## src/hw/rtl/lcdw_pkg.sv

```systemverilog
package lcdw_pkg;

   // Request kinds
   typedef enum logic [1:0] {
      OP_COMMAND   = 2'd0,
      OP_CHARACTER = 2'd1,
      OP_CURSOR    = 2'd2,
      OP_NUMBER    = 2'd3
   } op_type;

   // One request transaction
   typedef struct packed {
      logic [1:0]         op;
      logic signed [31:0] value;
      logic [1:0]         row;
      logic [3:0]         column;
   } req_type;

   // One display bus write
   typedef struct packed {
      logic       register_select;
      logic [7:0] bus_byte;
      logic       last;
   } rsp_type;

   // Controller states
   typedef enum logic [2:0] {
      ST_IDLE,
      ST_SINGLE,
      ST_MULTIPLY,
      ST_SPLIT,
      ST_CURSOR,
      ST_SIGN,
      ST_DIGIT
   } state_type;

   // Which write the datapath places on the result port
   typedef enum logic [1:0] {
      EMIT_SINGLE,
      EMIT_CURSOR,
      EMIT_SIGN,
      EMIT_DIGIT
   } emit_type;

   // Controller to datapath
   typedef struct packed {
      logic     load;
      logic     multiply;
      logic     split;
      logic     pop;
      emit_type emit;
   } cmd_type;

   // Datapath to controller
   typedef struct packed {
      logic number_neg;
      logic quotient_zero;
      logic last_digit;
   } status_type;

   localparam logic [7:0] SET_CURSOR = 8'h80;
   localparam logic [7:0] CHAR_MINUS = 8'h2D;
   localparam logic [7:0] CHAR_ZERO  = 8'h30;

   // DDRAM start address of each display row
   function automatic logic [7:0] row_offset(input logic [1:0] row);
      logic [7:0] offset;
      unique case (row)
         2'd0:    offset = 8'h00;
         2'd1:    offset = 8'h40;
         2'd2:    offset = 8'h10;
         default: offset = 8'h50;
      endcase
      return offset;
   endfunction

endpackage

```

## src/hw/rtl/lcdw_ctrl.sv

```systemverilog
module lcdw_ctrl
   import lcdw_pkg::*;
(
   input  logic       clock,
   input  logic       reset,
   input  logic       start,
   input  logic [1:0] op,
   input  status_type status,
   output cmd_type    cmd,
   output logic       busy,
   output logic       rsp_strobe
);

   state_type state_ff;
   state_type state_in;

   // State register
   always_ff @(posedge clock) begin
      if (reset) begin
         state_ff <= ST_IDLE;
      end else begin
         state_ff <= state_in;
      end
   end

   // Sequence the writes of one transaction
   always_comb begin
      state_in     = state_ff;
      cmd          = '0;
      cmd.emit     = EMIT_SINGLE;
      busy         = 1'b1;
      rsp_strobe   = 1'b0;
      unique case (state_ff)
         ST_IDLE: begin
            busy = 1'b0;
            if (start) begin
               cmd.load = 1'b1;
               state_in = (op_type'(op) == OP_NUMBER) ? ST_MULTIPLY : ST_SINGLE;
            end
         end
         ST_SINGLE: begin
            rsp_strobe = 1'b1;
            state_in   = ST_IDLE;
         end
         ST_MULTIPLY: begin
            cmd.multiply = 1'b1;
            state_in     = ST_SPLIT;
         end
         ST_SPLIT: begin
            cmd.split = 1'b1;
            state_in  = status.quotient_zero ? ST_CURSOR : ST_MULTIPLY;
         end
         ST_CURSOR: begin
            cmd.emit   = EMIT_CURSOR;
            rsp_strobe = 1'b1;
            state_in   = status.number_neg ? ST_SIGN : ST_DIGIT;
         end
         ST_SIGN: begin
            cmd.emit   = EMIT_SIGN;
            rsp_strobe = 1'b1;
            state_in   = ST_DIGIT;
         end
         ST_DIGIT: begin
            cmd.emit   = EMIT_DIGIT;
            cmd.pop    = 1'b1;
            rsp_strobe = 1'b1;
            if (status.last_digit) begin
               state_in = ST_IDLE;
            end
         end
         default: begin
            state_in = ST_IDLE;
         end
      endcase
   end

endmodule

```

## src/hw/rtl/lcdw_datapath.sv

```systemverilog
module lcdw_datapath
   import lcdw_pkg::*;
#(
   parameter int NUMBER_WIDTH = 32
) (
   input  logic       clock,
   input  req_type    req_item,
   input  cmd_type    cmd,
   output status_type status,
   output rsp_type    rsp_item
);

   localparam int W          = NUMBER_WIDTH;
   // Decimal digits of the largest magnitude, 2**(W-1)
   localparam int MAX_DIGITS = ((W - 1) * 30103) / 100000 + 1;
   localparam int COUNT_W    = $clog2(MAX_DIGITS + 1);
   // floor(2**(W+3) / 10): quotient estimate is exact or one short
   localparam logic [63:0] RECIP_FULL = (64'd1 << (W + 3)) / 64'd10;
   localparam logic [W-1:0] RECIP     = RECIP_FULL[W-1:0];

   logic [W-1:0]       number;
   logic [W-1:0]       mag_ff;
   logic [2*W-1:0]     product_ff;
   logic               neg_ff;
   logic [COUNT_W-1:0] count_ff;
   logic [3:0]         stack_ff [MAX_DIGITS];
   logic               single_rs_ff;
   logic [7:0]         single_byte_ff;

   logic [W-4:0] quot_est;
   logic [W:0]   ten_quot;
   logic [W:0]   diff;
   logic         fix;
   logic [W-1:0] quot;
   logic [3:0]   digit;
   logic [7:0]   single_byte;
   logic         single_rs;

   assign number = req_item.value[W-1:0];

   // Work out the one-write requests at load time
   always_comb begin
      single_rs   = 1'b0;
      single_byte = req_item.value[7:0];
      unique case (op_type'(req_item.op))
         OP_COMMAND: begin
            single_rs   = 1'b0;
         end
         OP_CHARACTER: begin
            single_rs   = 1'b1;
         end
         OP_CURSOR: begin
            single_byte = SET_CURSOR | ({4'b0, req_item.column} + row_offset(req_item.row));
         end
         OP_NUMBER: begin
            single_rs   = 1'b1;
         end
         default: begin
            single_rs   = 1'b0;
         end
      endcase
   end

   // Quotient estimate from the registered product, then correct by one
   assign quot_est = product_ff[2*W-1:W+3];
   assign ten_quot = {1'b0, quot_est, 3'b000} + {3'b000, quot_est, 1'b0};
   assign diff     = {1'b0, mag_ff} - ten_quot;
   assign fix      = (diff >= (W + 1)'(10));
   assign quot     = {3'b000, quot_est} + W'(fix);
   assign digit    = fix ? 4'(diff - (W + 1)'(10)) : diff[3:0];

   // Magnitude, product, digit stack
   always_ff @(posedge clock) begin
      if (cmd.load) begin
         neg_ff         <= number[W-1];
         mag_ff         <= number[W-1] ? (~number + W'(1)) : number;
         count_ff       <= '0;
         single_rs_ff   <= single_rs;
         single_byte_ff <= single_byte;
      end
      if (cmd.multiply) begin
         product_ff <= (2 * W)'(mag_ff) * (2 * W)'(RECIP);
      end
      // Push the new digit on top; the most significant ends up on top
      if (cmd.split) begin
         mag_ff      <= quot;
         count_ff    <= count_ff + COUNT_W'(1);
         stack_ff[0] <= digit;
         for (int i = 1; i < MAX_DIGITS; i++) begin
            stack_ff[i] <= stack_ff[i-1];
         end
      end
      // Drop the digit just written
      if (cmd.pop) begin
         count_ff <= count_ff - COUNT_W'(1);
         for (int i = 0; i < MAX_DIGITS - 1; i++) begin
            stack_ff[i] <= stack_ff[i+1];
         end
      end
   end

   assign status.number_neg    = neg_ff;
   assign status.quotient_zero = (quot == '0);
   assign status.last_digit    = (count_ff == COUNT_W'(1));

   // Select the write on the result port
   always_comb begin
      rsp_item = '0;
      unique case (cmd.emit)
         EMIT_SINGLE: begin
            rsp_item.register_select = single_rs_ff;
            rsp_item.bus_byte        = single_byte_ff;
            rsp_item.last            = 1'b1;
         end
         EMIT_CURSOR: begin
            rsp_item.register_select = 1'b0;
            rsp_item.bus_byte        = SET_CURSOR | row_offset(2'd1);
            rsp_item.last            = 1'b0;
         end
         EMIT_SIGN: begin
            rsp_item.register_select = 1'b1;
            rsp_item.bus_byte        = CHAR_MINUS;
            rsp_item.last            = 1'b0;
         end
         EMIT_DIGIT: begin
            rsp_item.register_select = 1'b1;
            rsp_item.bus_byte        = CHAR_ZERO | {4'b0, stack_ff[0]};
            rsp_item.last            = status.last_digit;
         end
         default: begin
            rsp_item = '0;
         end
      endcase
   end

endmodule

```

## src/hw/rtl/char_lcd_write_engine.sv

```systemverilog
// Channel   Ports                    Handshake
// request   start, busy, req_item    taken at a clock edge with start high, busy low
// result    rsp_strobe, rsp_item     one write per strobe, strobe high, no back-pressure
//
// Raw command, character and cursor move: one write. Print integer: for each
// digit a divide-by-ten step (multiply by reciprocal, then correct), then
// the cursor move to the start of row 1, a minus sign if negative, and the
// digits from the most significant. Busy until the final write. Synchronous
// reset idles the controller; the receiver cannot stall, so writes run back to
// back.
module char_lcd_write_engine
   import lcdw_pkg::*;
#(
   parameter int NUMBER_WIDTH = 32
) (
   input  logic    clock,
   input  logic    reset,
   input  logic    start,
   output logic    busy,
   input  req_type req_item,
   output logic    rsp_strobe,
   output rsp_type rsp_item
);

   cmd_type    cmd;
   status_type status;

   lcdw_ctrl u_ctrl (
      .clock      (clock),
      .reset      (reset),
      .start      (start),
      .op         (req_item.op),
      .status     (status),
      .cmd        (cmd),
      .busy       (busy),
      .rsp_strobe (rsp_strobe)
   );

   lcdw_datapath #(
      .NUMBER_WIDTH (NUMBER_WIDTH)
   ) u_datapath (
      .clock    (clock),
      .req_item (req_item),
      .cmd      (cmd),
      .status   (status),
      .rsp_item (rsp_item)
   );

   // An accepted transaction keeps the engine busy
   a_accept_busy : assert property (@(posedge clock) disable iff (reset)
      start && !busy |=> busy)
      else $error("accepted transaction did not raise busy");

   // Writes only come from a transaction in progress
   a_strobe_busy : assert property (@(posedge clock) disable iff (reset)
      rsp_strobe |-> busy)
      else $error("write strobed while idle");

   // The final write frees the engine
   a_last_idle : assert property (@(posedge clock) disable iff (reset)
      rsp_strobe && rsp_item.last |=> !busy)
      else $error("engine still busy after final write");

   // A write that is not final is followed within the same transaction
   a_more_busy : assert property (@(posedge clock) disable iff (reset)
      rsp_strobe && !rsp_item.last |=> busy && rsp_strobe)
      else $error("transaction ended without final write");

endmodule

```

## config.mk

```make
export PLATFORM = sky130hd
export DESIGN_NAME = char_lcd_write_engine
export DESIGN_NICKNAME = d
export VERILOG_FILES = /design/src/hw/rtl/lcdw_pkg.sv /design/src/hw/rtl/lcdw_ctrl.sv /design/src/hw/rtl/lcdw_datapath.sv /design/src/hw/rtl/char_lcd_write_engine.sv
export SDC_FILE = /design/constraint.sdc
export NUM_CORES = 1
export LEC_CHECK = 0
export BUFFER_PORTS_ARGS = -buffer_cell sky130_fd_sc_hd__clkbuf_2
export CORE_UTILIZATION = 66
export CTS_CLUSTER_SIZE = 25
export DETAILED_ROUTE_END_ITERATION = 8
export GPL_ROUTABILITY_DRIVEN = 1
export HOLD_SLACK_MARGIN = 0.02
export PLACE_DENSITY = 0.95
export SLEW_MARGIN = 20
export SYNTH_ARGS = -nofsm -noshare
export SYNTH_HDL_FRONTEND = slang
export SYNTH_SLANG_ARGS = --single-unit
```

## constraint.sdc

```tcl
create_clock -name clock -period 8.25 [get_ports clock]
set_clock_uncertainty 0.15 [all_clocks]
set_input_delay 0.4125 -clock clock [delete_from_list [all_inputs] [get_ports clock]]
set_output_delay 0.4125 -clock clock [all_outputs]
set_load 0.005 [all_outputs]
```

==> results of run 1 <==
worst min path at each step:
| stage | startpoint | endpoint | slack (ns) | cells after the start |
|---|---|---|---|---|
| floorplan | u_datapath.stack_ff[8][0] | u_datapath.stack_ff[9][0] | 0.28 | 0 |
| global placement | u_datapath.stack_ff[8][1] | u_datapath.stack_ff[9][1] | 0.28 | 0 |
| detailed placement | u_datapath.stack_ff[8][0] | u_datapath.stack_ff[9][0] | 0.29 | 0 |
| CTS | reset | u_ctrl.state_ff[2] | 0.03 | 2 |
| global route | reset | u_ctrl.state_ff[2] | 0.04 | 2 |
| finish | reset | u_ctrl.state_ff[2] | 0.03 | 2 |
final cells by class:
class | count | share of cell area
clock buffers | 17 | 0.0160
clock inverters | 15 | 0.00691
inverters | 595 | 0.0839
multi-input cells | 1785 | 0.714
flip-flops and latches | 118 | 0.132
well taps | 504 | 0.0237
repair buffers | 102 | 0.0237
repair_timing:
item | CTS | global route
buffers inserted | 0 | 2
setup endpoints to repair | 4 | 9
pin swaps | 0 | 2
resized for setup | 1 | 9
sequential cells by signal (all words and copies together), names as in the netlist:
name / flops
u_datapath.stack_ff: 40
u_datapath.mag_ff: 32
u_datapath.product_ff: 29
u_datapath.single_byte_ff: 8
u_datapath.count_ff: 4
u_ctrl.state_ff: 3
u_datapath.neg_ff: 1
u_datapath.single_rs_ff: 1
placed cells by master, fill, tap and decap left out, types with 9 or more instances in the layout:
| master | n |
|---|---|
| nor4_1 | 11 |
| xor2_1 | 34 |
| and2_1 | 9 |
| nand4_1 | 27 |
| nand3_1 | 39 |
| inv_1 | 594 |
| xnor2_1 | 70 |
| a21o_1 | 38 |
| o21ai_0 | 69 |
| a211oi_1 | 10 |
| o211ai_1 | 12 |
| o21a_1 | 15 |
| o31ai_1 | 14 |
| nor2b_1 | 14 |
| buf_4 | 48 |
| a21oi_1 | 99 |
| or3_1 | 15 |
| o21ai_1 | 10 |
| nand2b_1 | 17 |
| ha_1 | 365 |
| fa_1 | 413 |
| clkbuf_16 | 17 |
| nor3_1 | 24 |
| nor2_1 | 68 |
| and3_1 | 16 |
| clkbuf_2 | 54 |
| edfxtp_1 | 115 |
| a31oi_1 | 17 |
| mux2i_1 | 9 |
| nand2_1 | 225 |
per-stage QoR:
step | cells | util
floorplan | 2543 | -
global placement | 3102 | 0.703
detailed placement | 3102 | 0.703
CTS | 3134 | 0.720
global route | 3136 | 0.722
finish | 3136 | 0.722
cells by family (layout without fill, tap and decap cells):
| group | after synthesis | count (layout) | share of synthesized area |
|---|---|---|---|
| adders and majority gates | 780 | 780 | 0.517 |
| buffers and inverters | 640 | 729 | 0.0973 |
| AOI/OAI and AO/OA | 373 | 373 | 0.0994 |
| xor gates and xnor gates | 104 | 104 | 0.0366 |
| and+or+nand+nor | 516 | 516 | 0.103 |
| muxes | 12 | 12 | 0.00498 |
| DFF | 118 | 118 | 0.141 |
routing by layer:
layer	vias up	wire length (um)	GRT usage	share of wire
met5	-	9	0	0.00012
met3	416	7920	0.0975	0.10
met1	9707	28000	0.510	0.36
met2	1284	35500	0.663	0.46
met4	2	5920	0.261	0.077
li1	8479	-	-	-
==> results_dict.tcl, run 1 <==
set metrics [dict create \
    status "completed" \
    crit_family "simple AND/OR/NAND/NOR gates" \
    core_area_mm2 0.0369 \
    grt_pass1_vias 21000 \
    cts_root_buf "clkbuf_16" \
    report.final.slew_viol_count 0 \
    critPathBufInv 2 \
    r2r_start "u_datapath.product_ff[39]" \
    worstMarginPinSlew_ns 0.890 \
    hold_violations 0 \
    htree_levels 4 \
    wl_per_cell_um 24.6 \
    fmax_mhz 124 \
    initial_core_util 0.674 \
    worst_slack_ns 0.157 \
    first_iter_violations 2262 \
    seq_area_mm2 0.00351 \
    clock_sinks 118 \
    finalSetupTns_ns 0 \
    worst-r2r-cell-count 25 \
    cp_max_fo 8 \
    die_h_um 196 \
    critPathLaunch "u_datapath.product_ff[39]" \
    layout-drive-gt1-share 0.0684 \
    vias 19900 \
    dp_slack_ns -0.190 \
    yosys.cell_count.top_type "inv_1" \
    placed_area_mm2 0.0259 \
    grt_pass1_wl_um 119000 \
    cts_tree "built" \
    multi_input_area_mm2 0.0190 \
    yosys_warnings 0 \
    rows 70 \
    die_area_mm2 0.0385 \
    grt_overflow 0 \
    arrival_ns 8.24 \
    path_class "reg -> reg" \
    finalCriticalPeriod_ns 8.09 \
    num-fill-cells 2634 \
    fp.dieW_um 196 \
    syn2layout_area_growth_pct 7.00 \
    end_kind "register" \
    io_buffers 54 \
    io_pins 55 \
    yosys-top-cells-count "inv_1 (594), fa_1 (413), ha_1 (367)" \
    worstSetupPathDepth 25 \
    crit_path_max_incr_delay_ns 0.79 \
    dpl.hpwl_um 65500 \
    track_usage 0.415 \
    r2r-end "u_ctrl.state_ff[1]" \
    slowest_stage "a2111oi_0" \
    synth_nets 3366 \
    setup_viol 0 \
    clkTransAtPathRegs_ns 0.07 \
    insertion_delay_ns 0.43 \
    diodes 0 \
    synth_top_area_frac 0.332 \
    startpoint_type "register" \
    drc 0 \
    ctsHoldBuffers 0 \
    min_path_type "in -> reg" \
    ys_seq_area_frac 0.141 \
    drt_wl_total_um 77300 \
    synth-edff-count 115 \
    vias_per_cell 6.34 \
    ant_nets 0 \
    avgSynthCellArea_um2 9.78 \
    synth.largest_area_cell "fa_1" \
    syn_inst 2543 \
    drv_cap 0 \
    antenna_found_initial 1 \
    finalCritPeriodShare 0.981 \
    clock_path_buffers 2 \
    place.gp.congestion 1.12 \
    whs_ns 0.0305 \
    fin_nets 3442 \
    relSlewSlack 0.402 \
    firstDrtPassIters 6 \
    netlist_area_mm2 0.0249 \
    numCtsBuffers 17 \
    final_cell_area_mm2 0.0266 \
    required_ns 8.40 \
    synthTopCellsByArea "fa_1 (33%), ha_1 (18%), edfxtp_1 (14%)" \
    synth_seq_cells 118 \
    critPathCapture "u_ctrl.state_ff[1]" \
    synthDistinctLibCells 92 \
    ys_async_sr_fraction 0 \
    grt_max_degree 37 \
    r2r_setup_slack_ns 0.16 \
    synth_ff_type "edfxtp_1" \
]
Power of run 1 is left out: the tool's default activity adds up to more than one toggle a clock period on the data nets, which glitch-free logic cannot reach.
==> inputs of run 2 (changes only) <==
--- a/config.mk
+++ b/config.mk
@@ -11,8 +11,9 @@
 export DETAILED_ROUTE_END_ITERATION = 8
 export GPL_ROUTABILITY_DRIVEN = 1
 export HOLD_SLACK_MARGIN = 0.02
-export PLACE_DENSITY = 0.95
+export PLACE_DENSITY = 0.83
 export SLEW_MARGIN = 20
 export SYNTH_ARGS = -nofsm -noshare
 export SYNTH_HDL_FRONTEND = slang
+export SYNTH_HIERARCHICAL = 1
 export SYNTH_SLANG_ARGS = --single-unit
==> run 2 against run 1 <==
Against the previous run:
- the flow now finishes with violations (design-rule violations)
- routed wire length fell by 5.6%
- core utilization rose by 0.30 points
- global-route usage fell by 2.5 points
- cell area rose by 2.3%
- critical path depth rose by 1
- clock-buffer cell count did not move
- register-to-register slack improved by 0.13 ns
- sequential cell count did not move
- first-iteration DRC count fell by 32%
- worst setup slack improved by 0.13 ns
- critical path type unchanged
- critical endpoint is now u_datapath/product_ff[45]
==> results_dict.tcl, run 2 <==
set metrics [dict create \
    status "complete, but fails checks" \
    violations "design-rule violations" \
    place.gp.congestion 1.03 \
    regMostFlops "u_datapath/stack_ff" \
    fp.dieW_um 197 \
    largest_register_ffs 40 \
    vias 19300 \
    vias_per_cell 6.02 \
    io_buffers 54 \
    insertion_delay_ns 0.43 \
    syn2layout_area_growth_pct 8.37 \
    worstMarginPinSlew_ns 0.993 \
    ctsHoldBuffers 0 \
    path_class "reg -> reg" \
    yosys_warnings 6 \
    core_area_mm2 0.0376 \
    synthTopCellsByArea "fa_1 (33%), ha_1 (18%), edfxtp_1 (14%)" \
    synth_nets 3374 \
    critPathBufInv 7 \
    ant_nets 0 \
    relSlewSlack 0.338 \
    reg.largest.list "u_datapath/stack_ff x40, u_datapath/mag_ff x32, u_datapath/product_ff x29" \
    avgSynthCellArea_um2 9.85 \
    grt_pass1_vias 20300 \
    min_path_type "in -> reg" \
    initial_core_util 0.669 \
    synth-edff-count 115 \
    die_area_mm2 0.0389 \
    die_h_um 197 \
    report.final.slew_viol_count 0 \
    io_pins 55 \
    arrival_ns 7.97 \
    syn_inst 2551 \
    clock_sinks 118 \
    end_kind "register" \
    finalCritPeriodShare 0.965 \
    slowest_stage "fa_1" \
    required_ns 8.26 \
    antenna_found_initial 2 \
    track_usage 0.390 \
    grt_overflow 0 \
    drv_cap 0 \
    synth_top_area_frac 0.329 \
    final_common_cell "inv_1" \
    layout_common_cells "inv_1 (650), fa_1 (413), ha_1 (367), edfxtp_1 (115), nand2_1 (109)" \
    yosys.cell_count.top_type "inv_1" \
    startpoint_type "register" \
    drc 6 \
    layout-drive-gt1-share 0.101 \
    wl_per_cell_um 22.8 \
    cp_max_fo 6 \
    synthDistinctLibCells 87 \
    fmax_mhz 126 \
    netlist_area_mm2 0.0251 \
    instances_no_fill 3207 \
    synth.largest_area_cell "fa_1" \
    crit_path_max_incr_delay_ns 0.54 \
    timing.critical_path.mode_cell "fa_1" \
    cts_root_buf "clkbuf_16" \
    grt_pass1_wl_um 112000 \
    synth_ff_type "edfxtp_1" \
    clock_path_buffers 2 \
    ys_async_sr_fraction 0 \
    drt_wl_total_um 73000 \
    setup_viol 0 \
    dpl.hpwl_um 62600 \
    clkTransAtPathRegs_ns 0.06 \
    yosys-top-cells-count "inv_1 (650), fa_1 (413), ha_1 (367)" \
    cts_tree "built" \
    first_iter_violations 1549 \
    crit_family "adder cells" \
    rows 71 \
    firstDrtPassIters 8 \
    htree_levels 4 \
    finalCriticalPeriod_ns 7.96 \
    numCtsBuffers 17 \
    dp_cells 3173 \
    grt_max_degree 68 \
    ys_seq_area_frac 0.140 \
    fin_nets 3504 \
    synth_seq_cells 118 \
    hold_violations 0 \
]
run 2: cell count changes after synthesis, sizes merged, moves of 9 or more:
cell | previous run | this run
or3 | 16 | 7
inv | 595 | 650
nor2 | 69 | 106
xor2 | 34 | 20
a21oi | 100 | 109
xnor2 | 70 | 81
a31oi | 17 | 7
nand2 | 225 | 109
mux2 | 3 | 39
run 2: cell type report:
| class | count | area [um^2] |
|---|---|---|
| Clock inverter | 15 | 144 |
| Timing Repair Buffer | 162 | 1080 |
| Sequential cell | 118 | 3510 |
| Clock buffer | 17 | 425 |
| Fill cell | 2723 | 10300 |
| Multi-Input combinational cell | 1732 | 19000 |
| Tap cell | 511 | 639 |
| Antenna cell | 2 | 5.00 |
| Inverter | 650 | 2440 |
run 2: cells by family (layout without fill, tap and decap cells):
| group | after synthesis | in the layout | share of synthesized area |
|---|---|---|---|
| adder cells (fa/ha/maj) | 780 | 780 | 0.512 |
| multiplexers | 48 | 48 | 0.0211 |
| AND/OR/NAND/NOR | 433 | 433 | 0.0873 |
| XOR/XNOR | 101 | 101 | 0.0352 |
| buffers and inverters | 701 | 844 | 0.107 |
| AO/OA/AOI/OAI | 370 | 370 | 0.0981 |
| other | 0 | 2 | 0 |
| flip-flops | 118 | 118 | 0.140 |
run 2: routing by layer:
metal  GRT usage  share of wire  routed length [um]  vias to the layer above
met2       0.625           0.46               33800                      941
met5           0              0                   0                        -
met3      0.0784          0.081                5950                      246
met1       0.494           0.39               28300                     9526
li1            -              -                   -                     8587
met4       0.225          0.067                4920                        0
run 2: timing repair:
action / 4_1_cts / 5_1_grt
resized for setup: 1 / 8
pin swaps: 0 / 1
setup buffers: 0 / 0
endpoints found under the setup margin: 2 / 18
run 2: final timing paths:
check                           slack [ns]                       start  depth (start not counted)                          to
worst max-delay path                  0.29       u_datapath/mag_ff[16]                         26   u_datapath/product_ff[45]
worst min-delay path                  0.06                       reset                          2          u_ctrl/state_ff[1]
worst max register to register        0.29       u_datapath/mag_ff[16]                         26   u_datapath/product_ff[45]
worst min register to register        0.30  u_datapath/stack_ff[0][35]                          0  u_datapath/stack_ff[0][39]
run 2: stage by stage:
step                      hold WS [ns]  setup WS [ns]  setup TNS [ns]  utilization  area (um^2)
after floorplan                  0.270          0.526               0            -        25100
after global placement           0.276          0.130               0        0.708        26600
after detailed placement         0.284        -0.0454         -0.0454        0.708        26600
after CTS                       0.0550         0.0652               0        0.723        27200
after global routing            0.0662        -0.0965         -0.0965        0.724        27200
final                           0.0641          0.290               0        0.725        27200
Power of run 2 is left out for the same reason.
